==> config.mk <==
export PLATFORM = sky130hd
export DESIGN_NAME = smsl_ctrl
export DESIGN_NICKNAME = d
export VERILOG_FILES = /design/src/hdl/smsl_pkg.sv /design/src/hdl/smsl_ctrl.sv
export SDC_FILE = /design/constraint.sdc
export NUM_CORES = 1
export LEC_CHECK = 0
export BUFFER_PORTS_ARGS = -buffer_cell sky130_fd_sc_hd__buf_2
export CAP_MARGIN = 15
export CORE_AREA = 8 8 45 47
export DETAILED_ROUTE_END_ITERATION = 16
export DIE_AREA = 0 0 53 55
export GPL_TIMING_DRIVEN = 0
export PLACE_DENSITY = 0.69
export SLEW_MARGIN = 20
export SYNTH_ARGS = -nofsm -noshare
export SYNTH_HDL_FRONTEND = slang
export SYNTH_SLANG_ARGS = --single-unit
export TNS_END_PERCENT = 50
==> constraint.sdc <==
create_clock -name clk -period 1.9 [get_ports clk]
set_input_delay 0.57 -clock clk [delete_from_list [all_inputs] [get_ports clk]]
set_output_delay 0.57 -clock clk [all_outputs]
set_load 0.02 [all_outputs]
==> src/hdl/smsl_pkg.sv <==
package smsl_pkg;

    // Default depth of the sorted window and of the arrival ring.
    localparam int unsigned WINDOW_MAX_DEF = 1024;

    // Register indexes on the configuration port.
    localparam logic [2:0] REG_WINDOW_LEN    = 3'd0;
    localparam logic [2:0] REG_GROWTH_FACTOR = 3'd1;
    localparam logic [2:0] REG_BASE_LIMIT    = 3'd2;
    localparam logic [2:0] REG_CEILING_LIMIT = 3'd3;
    localparam logic [2:0] REG_FORK_HEIGHT   = 3'd4;

    // Reset values of the configuration registers.
    localparam logic [10:0] WINDOW_LEN_RST    = 11'd1024;
    localparam logic [7:0]  GROWTH_FACTOR_RST = 8'd2;
    localparam logic [30:0] BASE_LIMIT_RST    = 31'd1000000;
    localparam logic [31:0] CEILING_LIMIT_RST = 32'd32000000;
    localparam logic [30:0] FORK_HEIGHT_RST   = 31'd0;

    typedef struct packed {
        logic [30:0] height;
        logic [31:0] item_size;
    } smsl_in_t;

    typedef struct packed {
        logic [31:0] size_limit;
        logic        window_full;
        logic        repeated;
    } smsl_out_t;

    typedef struct packed {
        logic [10:0] window_len;
        logic [7:0]  growth_factor;
        logic [30:0] base_limit;
        logic [31:0] ceiling_limit;
        logic [30:0] fork_height;
    } smsl_cfg_t;

    typedef enum logic [3:0] {
        ST_IDLE,
        ST_CHECK,
        ST_DROP_CHK,
        ST_DROP_RING,
        ST_DROP_SCAN,
        ST_INS_START,
        ST_INS_SCAN,
        ST_INS_LAST,
        ST_MED_A,
        ST_MED_B,
        ST_MED_C,
        ST_MUL,
        ST_FLOOR,
        ST_WRAP
    } smsl_state_t;

    // Commands from the controller to the datapath.
    typedef struct packed {
        logic capture;
        logic check;
        logic drop_chk;
        logic drop_start;
        logic drop_step;
        logic ins_start;
        logic ins_step;
        logic ins_last;
        logic med_a;
        logic med_b;
        logic med_c;
        logic mul;
        logic floor_res;
        logic finish;
    } smsl_cmd_t;

    // Status from the datapath to the controller.
    typedef struct packed {
        logic height_eq;
        logic need_drop;
        logic drop_last;
        logic fill_zero;
        logic ins_hit;
        logic k_zero;
        logic len_full;
        logic len_even;
        logic out_free;
    } smsl_sts_t;

endpackage

==> src/hdl/smsl_ctrl.sv <==
module smsl_ctrl
    import smsl_pkg::*;
(
    input  logic      clk,
    input  logic      rst_n,
    input  logic      item_valid,
    output logic      item_stall,
    input  smsl_sts_t sts,
    output smsl_cmd_t cmd
);

    smsl_state_t state_reg;
    smsl_state_t state_next;

    // State register.
    always_ff @(posedge clk or negedge rst_n)
    begin
        if (!rst_n)
        begin
            state_reg <= ST_IDLE;
        end
        else
        begin
            state_reg <= state_next;
        end
    end

    // Next state and commands.
    always_comb
    begin
        state_next = state_reg;
        cmd        = '0;
        item_stall = (state_reg != ST_IDLE);
        unique case (state_reg)
            ST_IDLE:
            begin
                if (item_valid)
                begin
                    cmd.capture = 1'b1;
                    state_next  = ST_CHECK;
                end
            end
            ST_CHECK:
            begin
                cmd.check  = 1'b1;
                state_next = sts.height_eq ? ST_WRAP : ST_DROP_CHK;
            end
            ST_DROP_CHK:
            begin
                cmd.drop_chk = 1'b1;
                state_next   = sts.need_drop ? ST_DROP_RING : ST_INS_START;
            end
            ST_DROP_RING:
            begin
                cmd.drop_start = 1'b1;
                state_next     = ST_DROP_SCAN;
            end
            ST_DROP_SCAN:
            begin
                cmd.drop_step = 1'b1;
                if (sts.drop_last)
                begin
                    state_next = ST_DROP_CHK;
                end
            end
            ST_INS_START:
            begin
                cmd.ins_start = 1'b1;
                state_next    = sts.fill_zero ? ST_MED_A : ST_INS_SCAN;
            end
            ST_INS_SCAN:
            begin
                cmd.ins_step = 1'b1;
                if (sts.ins_hit)
                begin
                    state_next = ST_MED_A;
                end
                else if (sts.k_zero)
                begin
                    state_next = ST_INS_LAST;
                end
            end
            ST_INS_LAST:
            begin
                cmd.ins_last = 1'b1;
                state_next   = ST_MED_A;
            end
            ST_MED_A:
            begin
                cmd.med_a  = 1'b1;
                state_next = sts.len_full ? ST_MED_B : ST_FLOOR;
            end
            ST_MED_B:
            begin
                cmd.med_b  = 1'b1;
                state_next = sts.len_even ? ST_MED_C : ST_MUL;
            end
            ST_MED_C:
            begin
                cmd.med_c  = 1'b1;
                state_next = ST_MUL;
            end
            ST_MUL:
            begin
                cmd.mul    = 1'b1;
                state_next = ST_FLOOR;
            end
            ST_FLOOR:
            begin
                cmd.floor_res = 1'b1;
                state_next    = ST_WRAP;
            end
            ST_WRAP:
            begin
                cmd.finish = 1'b1;
                if (sts.out_free)
                begin
                    state_next = ST_IDLE;
                end
            end
            default:
            begin
                state_next = ST_IDLE;
            end
        endcase
    end

endmodule

# [Yosys cells after proc, flatten, opt, wreduce, memory -nomap -nowiden]
# Cells that the tools add are included.
[op_classes] eq_ne=17 muxes=26 reduce_logical=3
[ops] cell="$pmux 4 s14" count=1
[ops] cell="$mux 4" count=7
[ops] cell="$eq 4x4->1 const B" count=6
[ops] cell="$eq 4x3->1 const B" count=4
[ops] cell="$mux 1" count=16
[ops] cell="$eq 4x2->1 const B" count=2
[ops] cell="$mux 3" count=2
[ops] cell="$ne 2x2->1 const B" count=3
[ops] cell="$eq 4x1->1 const B" count=1
[ops] cell="$logic_not 4->1" count=1
[ops] cell="$reduce_and 4->1" count=1
[ops] cell="$reduce_bool 4->1" count=1
[ops] cell="$ne 3x3->1 const B" count=1
[totals] in_bits=12 wordCells=47 register_bits=4

# [Depth between registers and ports, before layout]
# Gate-level depths: netlist of run 1.
[depth] ltp_word=3 ltp_mapped=6 depth_no_buf=5

# [Worst setup path after synthesis of run 1]
# OpenSTA, ideal clock, no wires.
[synth_timing] path_type="register to output" startpoint="reg state_reg[0]" endpoint="out cmd[9] (netlist name)" n_path_buf=1 t_arrival_ns=1.146 path_stages_with_launch=4 setup_slack_ns=0.184 required_time_ns=1.330 cell_sequence="dfrtp_1 -> buf_2 -> or2_1 -> nor2_1"
[synth_rtl] element="start: declaration" line_no="smsl_ctrl.sv:12" source="smsl_state_t state_reg;"
[synth_rtl] element="start signal: assignment" line_no="smsl_ctrl.sv:24" source="state_reg <= state_next;"
[synth_rtl] element="end: declaration" line_no="smsl_ctrl.sv:9" source="output smsl_cmd_t cmd"

==> results.txt, run 1 <==
Drt pass-1 iters: 5
Clk_skew: 0.371 ps
Leakage: 0.368 nW
Max-slew headroom: 0.786
Status: completed
Vias post-DR: 639
Slowest CP cell: dfrtp_2
Final slew viol count: 0
Die Span X: 53 µm
First-pass GRT wire length: 2.73 mm
Worst path max stage delay: 410 ps
Fmax: 0.540 GHz
FF+latch area: 103 µm²
Antenna fix cells: 0
Largest net degree at the start of global routing: 11
Pre-CTS setup slack: 135 ps
VDD IR-drop max: 0.693 mV
Area delta synth->final: 56.9%
Overall routed net length: 1.69 mm
# hold bufs at CTS: 0
Gr ovfl total: 0
CP Data Arrival Time: 1280 ps
Setup crit start kind: register
Most common cell on crit path: buf_4
Worst-Margin Slew: 320 ps
CP Capture Type: output pin
Max reg flops: 4
Row count: 14
Post-synthesis sequential area ratio: 0.201
Final setup fails: 0
Reg2Reg Capture Point: state_reg[0]$_DFFE_PN0P_
H-Tree Depth: 1
WL/cell: 14.4 µm
Area occupied by multi-input gates: 410 µm²
Initial DRC count: 17
Final Util: 0.566
Critical Path Fanout Max: 10
Yosys warns: 0
Port bufs: 26
Worst hold margin: 137 ps
Max Cap Viol: 0
Cells after Synth: 70
Vias in the first global route: 666
Clock Tree Buf Depth: 2
DP Cell Count: 112
Syn Nets: 82
Root Buffer: clkbuf_4
Detailed Place HPWL: 1.32 mm
Clock Latency Late Sink: 230 ps
DRC errors left: 0
Avg Inst Size Synth: 7.13 µm²
Critical path class: reg -> out
Final #Nets: 115
Number of routed nets with antenna violations: 0
Clk sink count: 4
CP required: 1330 ps
Yosys reg bits: 4
Origin of the critical flop-to-flop path: state_reg[0]$_DFFE_PN0P_
Final min period: 1850 ps
Initial antenna violation count: 0
Total track usage: 0.123
Pwr/cell area: 1780 nW/µm²
I/O pins: 27
Clock-pin slew of the registers on the worst-case setup and hold paths: 30 ps
Routed vias/inst: 5.46
Share of cells above drive strength 1: 0.535
Initial Util: 0.361
Hold WC Path Type: in -> async
Core area: 1380 µm²
Unique cell type count in the Yosys netlist: 29
Setup TNS: 0 ps
Die height: 55 µm
R2r worst-path depth: 5
Period utilization: 0.974
Final worst setup slack: 49.7 ps
Unrepaired setup endpoints after global routing: yes
GP Congestion: 0.801
Mapped Area: 499 µm²
Finished Layout Cells: 117
Filler instances: 130
CTS Buf Count: 3
CTS tree: done
R2R Setup Slk: 320 ps
Critical Path, Cell by Cell: buf_4 -> nand2b_4 -> nor2_1 -> buf_4
Final hold violation count: 0
Die area: 2920 µm²
## final cells by class
type	instances	area share
sequential	4	0.131
buffer	4	0.0527
multi-input combinational	59	0.524
tap	16	0.0256
clock buffer	3	0.0288
inverter	2	0.00958
timing repair buffer	29	0.228
## critical path, delay by kind of cell (launching register included)
family / cells / cell delay, ps
and+or+nand+nor: 2 / 300
buffers and inverters: 2 / 330
DFF: 1 / 410
## metrics by stage
stage	total power, mW	cell area (µm²)
global placement	1.04	649
global route	1.51	783
detailed placement	1.05	649
floorplan	0.831	499
finish	1.39	783
CTS	1.27	722
## power breakdown
part           leakage [nW]  internal (mW)  switching (mW)
logic                 0.308          0.491           0.618
registers            0.0470          0.133          0.0489
clock network        0.0138         0.0703          0.0294
## worst max path at each step
stage | startpoint | endpoint | cells after the start
after floorplan | state_reg[0]$_DFFE_PN0P_ | cmd[9] | 3
after global placement | state_reg[0]$_DFFE_PN0P_ | cmd[9] | 4
after detailed placement | state_reg[0]$_DFFE_PN0P_ | cmd[9] | 4
after CTS | state_reg[3]$_DFFE_PN0P_ | cmd[13] | 4
after global routing | state_reg[3]$_DFFE_PN0P_ | cmd[13] | 4
final | state_reg[2]$_DFFE_PN0P_ | cmd[2] | 4
## repair_timing
| item | in CTS | in global routing |
|---|---|---|
| endpoints found under the setup margin | 9 | 13 |
| pin swaps | 0 | 2 |
| setup buffers | 1 | 2 |
| gates resized for setup | 16 | 14 |
## per-layer routing
metal  vias up  share of wire  GRT usage
met1       296           0.38      0.130
met5         -              0          0
met4         0              0     0.0733
met3         0          0.068     0.0348
li1        318              -          -
met2        25           0.55      0.215
## logic make-up after synthesis
kind of cell	count (synthesis)	synth area share
compound gates	19	0.296
buf+inv	7	0.0777
flops	4	0.201
mux	2	0.0401
simple gates	38	0.386
## cell usage after synthesis (all sizes together)
master,count,area (µm²)
nor2,17,63.8
o21ai,6,33.8
buf,5,31.3
nand2,5,18.8
nand2b,5,41.3
nor3,5,25.0
dfrtp,4,100
a21oi,3,15.0
inv,2,7.51
mux2i,2,20.0
o22a,2,17.5
o32ai,2,17.5
a2bb2oi,1,8.76
a311o,1,10.0
a31oi,1,6.26
and3,1,6.26
nand3,1,5.00
nor2b,1,6.26
nor4b,1,8.76
o211ai,1,12.5
o311a,1,10.0
o311ai,1,16.3
or2,1,6.26
or4,1,11.3
## cells in the final DEF, fill, tap and decap left out
cell       instances
buf_4              7
nand2_2            2
o21ai_2            1
or2_4              1
a2bb2oi_1          1
o22a_1             2
inv_1              2
buf_6              6
dfrtp_2            2
o211ai_2           1
nand2_1            3
or4_4              1
nor4b_1            1
nand2b_4           3
nor2_4             3
nor3_1             5
o32ai_1            2
nor2_2             2
o311a_1            1
buf_2             20
and3_1             1
a21oi_1            3
nand2b_1           1
nor2b_1            1
a31oi_1            1
dfrtp_1            2
clkbuf_4           3
nor2_1            12
a311o_1            1
nand3_1            1
nand2b_2           1
o21ai_1            2
o21ai_0            3
mux2i_1            2
o311ai_2           1
No activity file was read; power rests on OpenSTA's default activity.
==> inputs of run 2 (changes only) <==
--- a/config.mk
+++ b/config.mk
@@ -12,6 +12,7 @@
 export DIE_AREA = 0 0 53 55
 export GPL_TIMING_DRIVEN = 0
 export PLACE_DENSITY = 0.69
+export RECOVER_POWER = 100
 export SLEW_MARGIN = 20
 export SYNTH_ARGS = -nofsm -noshare
 export SYNTH_HDL_FRONTEND = slang
==> run 2 against run 1 <==
Against the previous run:
- clock power about the same
- total power about the same
- combinational power about the same
- first-iteration DRC count unchanged
- critical path depth unchanged
- sequential cell count unchanged
- maximum frequency unchanged
- worst hold slack better by 19 ps
- wire length down 0.12%
- clock skew unchanged
==> results.txt, run 2 (same netlist as run 1, synthesis figures left out) <==
Status: completed (unchanged)
Combinational power share: 0.798 (about the same)
Origin of the critical flop-to-flop path: state_reg[0]$_DFFE_PN0P_ (unchanged)
Commonest non-fill, non-tap cell in the layout: buf_2 (unchanged)
Die Span X: 53 µm (unchanged)
Switching pwr: 0.696 mW (about the same)
Max-slew headroom: 0.786 (unchanged)
Gr ovfl total: 0 (unchanged)
Die area: 2920 µm² (unchanged)
Critical Path Fanout Max: 10 (unchanged)
Detailed Place HPWL: 1.32 mm (unchanged)
Max Cap Viol: 0 (unchanged)
H-Tree Depth: 1 (unchanged)
Final setup fails: 0 (unchanged)
Design Power: 1.39 mW (about the same)
Total track usage: 0.123 (unchanged)
Seq pwr share: 0.131 (about the same)
Final slew viol count: 0 (unchanged)
First-pass GRT wire length: 2.73 mm (unchanged)
Clock Latency Late Sink: 230 ps (about the same)
Final hold violation count: 0 (unchanged)
Initial antenna violation count: 0 (unchanged)
Fmax: 0.540 GHz (unchanged)
Critical path class: reg -> out (unchanged)
Clock-pin slew of the registers on the worst-case setup and hold paths: 30 ps (about the same)
Reg2Reg Capture Point: state_reg[0]$_DFFE_PN0P_ (unchanged)
Vias in the first global route: 666 (unchanged)
Drt pass-1 iters: 5 (unchanged)
Worst-Margin Slew: 320 ps (unchanged)
WL/cell: 14.4 µm (about the same)
Area delta synth->final: 56.6% (was 56.9%)
Row count: 14 (unchanged)
Share of cells above drive strength 1: 0.525 (was 0.535)
Filler instances: 130 (unchanged)
# hold bufs at CTS: 0 (unchanged)
Final Util: 0.565 (was 0.566)
Final min period: 1850 ps (unchanged)
Leakage: 0.366 nW (was 0.368 nW)
Period utilization: 0.974 (unchanged)
Number of routed nets with antenna violations: 0 (unchanged)
Setup crit start kind: register (unchanged)
Net Sw Frac: 0.501 (about the same)
Root Buffer: clkbuf_4 (unchanged)
GP Congestion: 0.801 (unchanged)
CTS tree: done (unchanged)
CP Data Arrival Time: 1280 ps (about the same)
Initial DRC count: 17 (unchanged)
Hold WC Path Type: in -> async (unchanged)
Core area: 1380 µm² (unchanged)
Initial Util: 0.361 (unchanged)
Final #Nets: 115 (unchanged)
DRC errors left: 0 (unchanged)
Routed vias/inst: 5.48 (was 5.46)
Max reg flops: 4 (unchanged)
R2R Setup Slk: 320 ps (about the same)
Pwr/cell area: 1780 nW/µm² (about the same)
CTS Buf Count: 3 (unchanged)
Clock Tree Buf Depth: 2 (unchanged)
Overall routed net length: 1.69 mm (about the same)
CP Capture Type: output pin (unchanged)
Commonest cells after routing, fill and taps aside: buf_2 (19), nor2_1 (12), buf_4 (7) (was buf_2 (20), nor2_1 (12), buf_4 (7))
Clock network fraction of total power: 0.072 (about the same)
Clk sink count: 4 (unchanged)
R2r worst-path depth: 5 (unchanged)
Die height: 55 µm (unchanged)
CP required: 1330 ps (about the same)
Unrepaired setup endpoints after global routing: yes (unchanged)
Antenna fix cells: 0 (unchanged)
Vias post-DR: 641 (was 639)
I/O pins: 27 (unchanged)
VDD IR-drop max: 0.692 mV (was 0.693 mV)
Largest net degree at the start of global routing: 11 (unchanged)
Port bufs: 26 (unchanged)
Cell-internal power: 0.694 mW (about the same)
Clk_skew: 0.371 ps (unchanged)
[run 2: power groups by stage]
| stage | Combinational, mW | Sequential (mW) | Clock, mW |
|---|---|---|---|
| 5_1_grt | 1.20 | 0.187 | 0.119 |
| 6_report | 1.11 | 0.182 | 0.0997 |
| 4_1_cts | 0.976 | 0.189 | 0.107 |
| 3_5_place_dp | 0.885 | 0.169 | 0 |
| 2_1_floorplan | 0.671 | 0.160 | 0 |
| 3_3_place_gp | 0.877 | 0.167 | 0 |
[run 2: worst max-delay path, stage by stage (launching register included)]
cell and delay (ps):
dfrtp_2 410, buf_4 170, nand2b_4 160, nor2_1 140, buf_4 160
[run 2: final cells by class]
| cell class | instances | area [µm²] | area share |
|---|---|---|---|
| multi-input cells | 59 | 410 | 0.525 |
| repair buffers | 29 | 178 | 0.227 |
| flip-flops and latches | 4 | 103 | 0.131 |
| plain buffers | 4 | 41.3 | 0.0528 |
| clock buffers | 3 | 22.5 | 0.0288 |
| well taps | 16 | 20.0 | 0.0256 |
| inverters | 2 | 7.51 | 0.00960 |
[run 2: per-layer routing]
layer,vias to the layer above,part of all wire,track usage
li1,319,-,-
met1,297,0.38,0.130
met2,25,0.55,0.215
met3,0,0.068,0.0348
met4,0,0,0.0733
met5,-,0,0
[run 2: worst max-delay path by stage]
stage	slack, ps	to	start
global placement	110	cmd[9]	state_reg[0]$_DFFE_PN0P_
finish	50	cmd[2]	state_reg[2]$_DFFE_PN0P_
global route	-20	cmd[13]	state_reg[3]$_DFFE_PN0P_
detailed placement	130	cmd[9]	state_reg[0]$_DFFE_PN0P_
CTS	-20	cmd[13]	state_reg[3]$_DFFE_PN0P_
floorplan	180	cmd[9]	state_reg[0]$_DFFE_PN0P_
[run 2: metrics by stage]
| step | std cells | hold WS (ps) | worst slack [ps] | area, µm² | setup TNS, ps |
|---|---|---|---|---|---|
| 2_1_floorplan | 70 | 274 | 184 | 499 | 0 |
| 3_3_place_gp | 112 | 373 | 114 | 649 | 0 |
| 3_5_place_dp | 112 | 375 | 135 | 649 | 0 |
| 4_1_cts | 115 | 129 | -17.3 | 722 | -30.6 |
| 5_1_grt | 117 | 158 | -18.5 | 782 | -20.4 |
| 6_report | 117 | 156 | 49.7 | 782 | 0 |
[run 2: what timing repair did]
| item | in CTS | in global routing |
|---|---|---|
| gates resized for setup | 16 | 14 |
| pin swaps | 0 | 2 |
| setup buffers | 1 | 2 |
| setup endpoints to repair | 9 | 13 |
==> inputs of run 3 (changes only) <==
==> constraint.sdc (replaced) <==
create_clock -name clk -period 1.9 [get_ports clk]
set_input_delay 0.38 -clock clk [delete_from_list [all_inputs] [get_ports clk]]
set_output_delay 0.38 -clock clk [all_outputs]
set_load 0.02 [all_outputs]
==> run 3 against run 2 <==
Against the previous run:
- worst hold slack improved by 240 ps
- maximum frequency increased by 2.4%
- register-to-register slack improved by 50 ps
- first-iteration DRC count decreased by 53%
- sequential power decreased by 7%
- combinational power decreased by 17%
- total power decreased by 15%
- clock-buffer cell count unchanged
- wire length decreased by 2.9%
- die area unchanged
- critical endpoint is now cmd[13]
- largest power group unchanged
==> results.txt, run 3 (same netlist as run 1, synthesis figures left out) <==
Status: completed (unchanged)
Metal-1 WL: 666 µm (was 646 µm)
Port bufs: 26 (unchanged)
Final #Nets: 114 (was 115)
DP Cell Count: 112 (unchanged)
Number of routed nets with antenna violations: 0 (unchanged)
Commonest cells after routing, fill and taps aside: buf_2 (26), nor2_1 (16), nor3_1 (5), nand2_1 (5), dfrtp_1 (4) (was buf_2 (19), nor2_1 (12), buf_4 (7))
Gr ovfl total: 0 (unchanged)
Overall routed net length: 1.64 mm (was 1.69 mm)
Initial DRC count: 8 (was 17)
WL/cell: 14.1 µm (was 14.4 µm)
Fmax: 0.553 GHz (was 0.540 GHz)
Core area: 1380 µm² (unchanged)
Vias post-DR: 620 (was 641)
DRC errors left: 0 (unchanged)
Pwr/cell area: 1700 nW/µm² (was 1780 nW/µm²)
Detailed Place HPWL: 1.32 mm (unchanged)
Routed vias/inst: 5.34 (was 5.48)
Unrepaired setup endpoints after global routing: yes (unchanged)
Worst hold margin: 401 ps (was 156 ps)
Final slew viol count: 0 (unchanged)
Max Cap Viol: 0 (unchanged)
CP Data Arrival Time: 1430 ps (was 1280 ps)
Max-slew headroom: 0.785 (was 0.786)
Hold Path Stages: 2
Design Power: 1.19 mW (was 1.39 mW)
Share of cells above drive strength 1: 0.410 (was 0.525)
VDD IR-drop max: 0.711 mV (was 0.692 mV)
First-pass GRT wire length: 2.69 mm (was 2.73 mm)
Clk_skew: 0.0901 ps (was 0.371 ps)
Finished Layout Cells: 116 (was 117)
CTS tree: done (unchanged)
Critical Path Fanout Max: 10 (unchanged)
Root Buffer: clkbuf_4 (unchanged)
CP required: 1520 ps (was 1330 ps)
Total track usage: 0.122 (was 0.123)
Die Span X: 53 µm (unchanged)
Final min period: 1810 ps (was 1850 ps)
Critical path class: reg -> out (unchanged)
Vias in the first global route: 653 (was 666)
I/O pins: 27 (unchanged)
Die height: 55 µm (unchanged)
Clk sink count: 4 (unchanged)
Setup TNS: 0 ps (unchanged)
Pre-CTS setup slack: 325 ps (was 135 ps)
Area delta synth->final: 39.8% (was 56.6%)
WL met2: 862 µm (was 925 µm)
Drt pass-1 iters: 4 (was 5)
Initial Util: 0.361 (unchanged)
H-Tree Depth: 1 (unchanged)
CP Capture Type: output pin (unchanged)
Antenna fix cells: 0 (unchanged)
Row count: 14 (unchanged)
Clock-pin slew of the registers on the worst-case setup and hold paths: 30 ps (about the same)
Clock Latency Late Sink: 230 ps (about the same)
Hold WC Path Type: in -> reg (was in -> async)
Worst-Margin Slew: 322 ps (was 320 ps)
Commonest non-fill, non-tap cell in the layout: buf_2 (unchanged)
Highest Signal Layer: met3 (unchanged)
Metal3 WL: 109 µm (was 115 µm)
Final hold violation count: 0 (unchanged)
Leakage: 0.347 nW (was 0.366 nW)
Final worst setup slack: 92.3 ps (was 49.7 ps)
# Post-CTS Setup Buffers: 0 (was 1)
Setup crit start kind: register (unchanged)
Initial antenna violation count: 0 (unchanged)
Clock Tree Buf Depth: 2 (unchanged)
R2r worst-path depth: 4 (was 5)
Die area: 2920 µm² (unchanged)
Period utilization: 0.951 (was 0.974)
CTS Buf Count: 3 (unchanged)
Final setup fails: 0 (unchanged)
GP Congestion: 0.801 (unchanged)
Max reg flops: 4 (unchanged)
Largest net degree at the start of global routing: 11 (unchanged)
run 3: changes by cell type in the layout (fill, tap and decap cells not counted), sizes merged:
| cell | delta |
|---|---|
| buf | -2 |
| dlygate4sd3 | +1 |
run 3: repair_timing:
| item | 4_1_cts | 5_1_grt |
|---|---|---|
| endpoints found under the hold margin | 4 | 0 |
| endpoints found under the setup margin | 0 | 3 |
| hold buffers | 1 | 0 |
| gates resized for setup | 0 | 5 |
run 3: worst paths after layout:
path / startpoint / end / slack (ps)
hold / removal: sts[0] / state_reg[0]$_DFFE_PN0P_ / 400
setup reg to reg: state_reg[3]$_DFFE_PN0P_ / state_reg[0]$_DFFE_PN0P_ / 370
setup / recovery: state_reg[0]$_DFFE_PN0P_ / cmd[13] / 90
hold reg to reg: state_reg[1]$_DFFE_PN0P_ / state_reg[1]$_DFFE_PN0P_ / 790
max in group asynchronous: rst_n / state_reg[3]$_DFFE_PN0P_ / 1220
min in group asynchronous: rst_n / state_reg[0]$_DFFE_PN0P_ / 510
run 3: power by group:
part / switching (mW) / leakage (nW) / internal [mW]
combinational: 0.556 / 0.284 / 0.362
sequential: 0.0407 / 0.0496 / 0.129
clock: 0.0303 / 0.0138 / 0.0703
run 3: worst max-delay path, cell delays in order, from the launching register on:
cell	delay, ps
dfrtp_1	390
buf_2	190
nor2_1	270
and3_1	190
buf_2	160
run 3: final cells by class:
cell class,instances,area [µm²]
inverters,2,7.51
repair buffers,27,146
flip-flops and latches,4,100
clock buffers,3,22.5
multi-input cells,59,370
well taps,16,20.0
fillers,150,686
plain buffers,5,31.3
run 3: through the flow:
step	area, µm²	utilization
final	698	0.505
after global routing	698	0.505
after global placement	649	0.469
after CTS	682	0.493
after floorplan	499	-
after detailed placement	649	0.469
run 3: layer usage:
| metal | track usage | vias up |
|---|---|---|
| li1 | - | 315 |
| met1 | 0.130 | 286 |
| met2 | 0.207 | 19 |
| met3 | 0.0374 | 0 |
| met4 | 0.0733 | 0 |
| met5 | 0 | - |
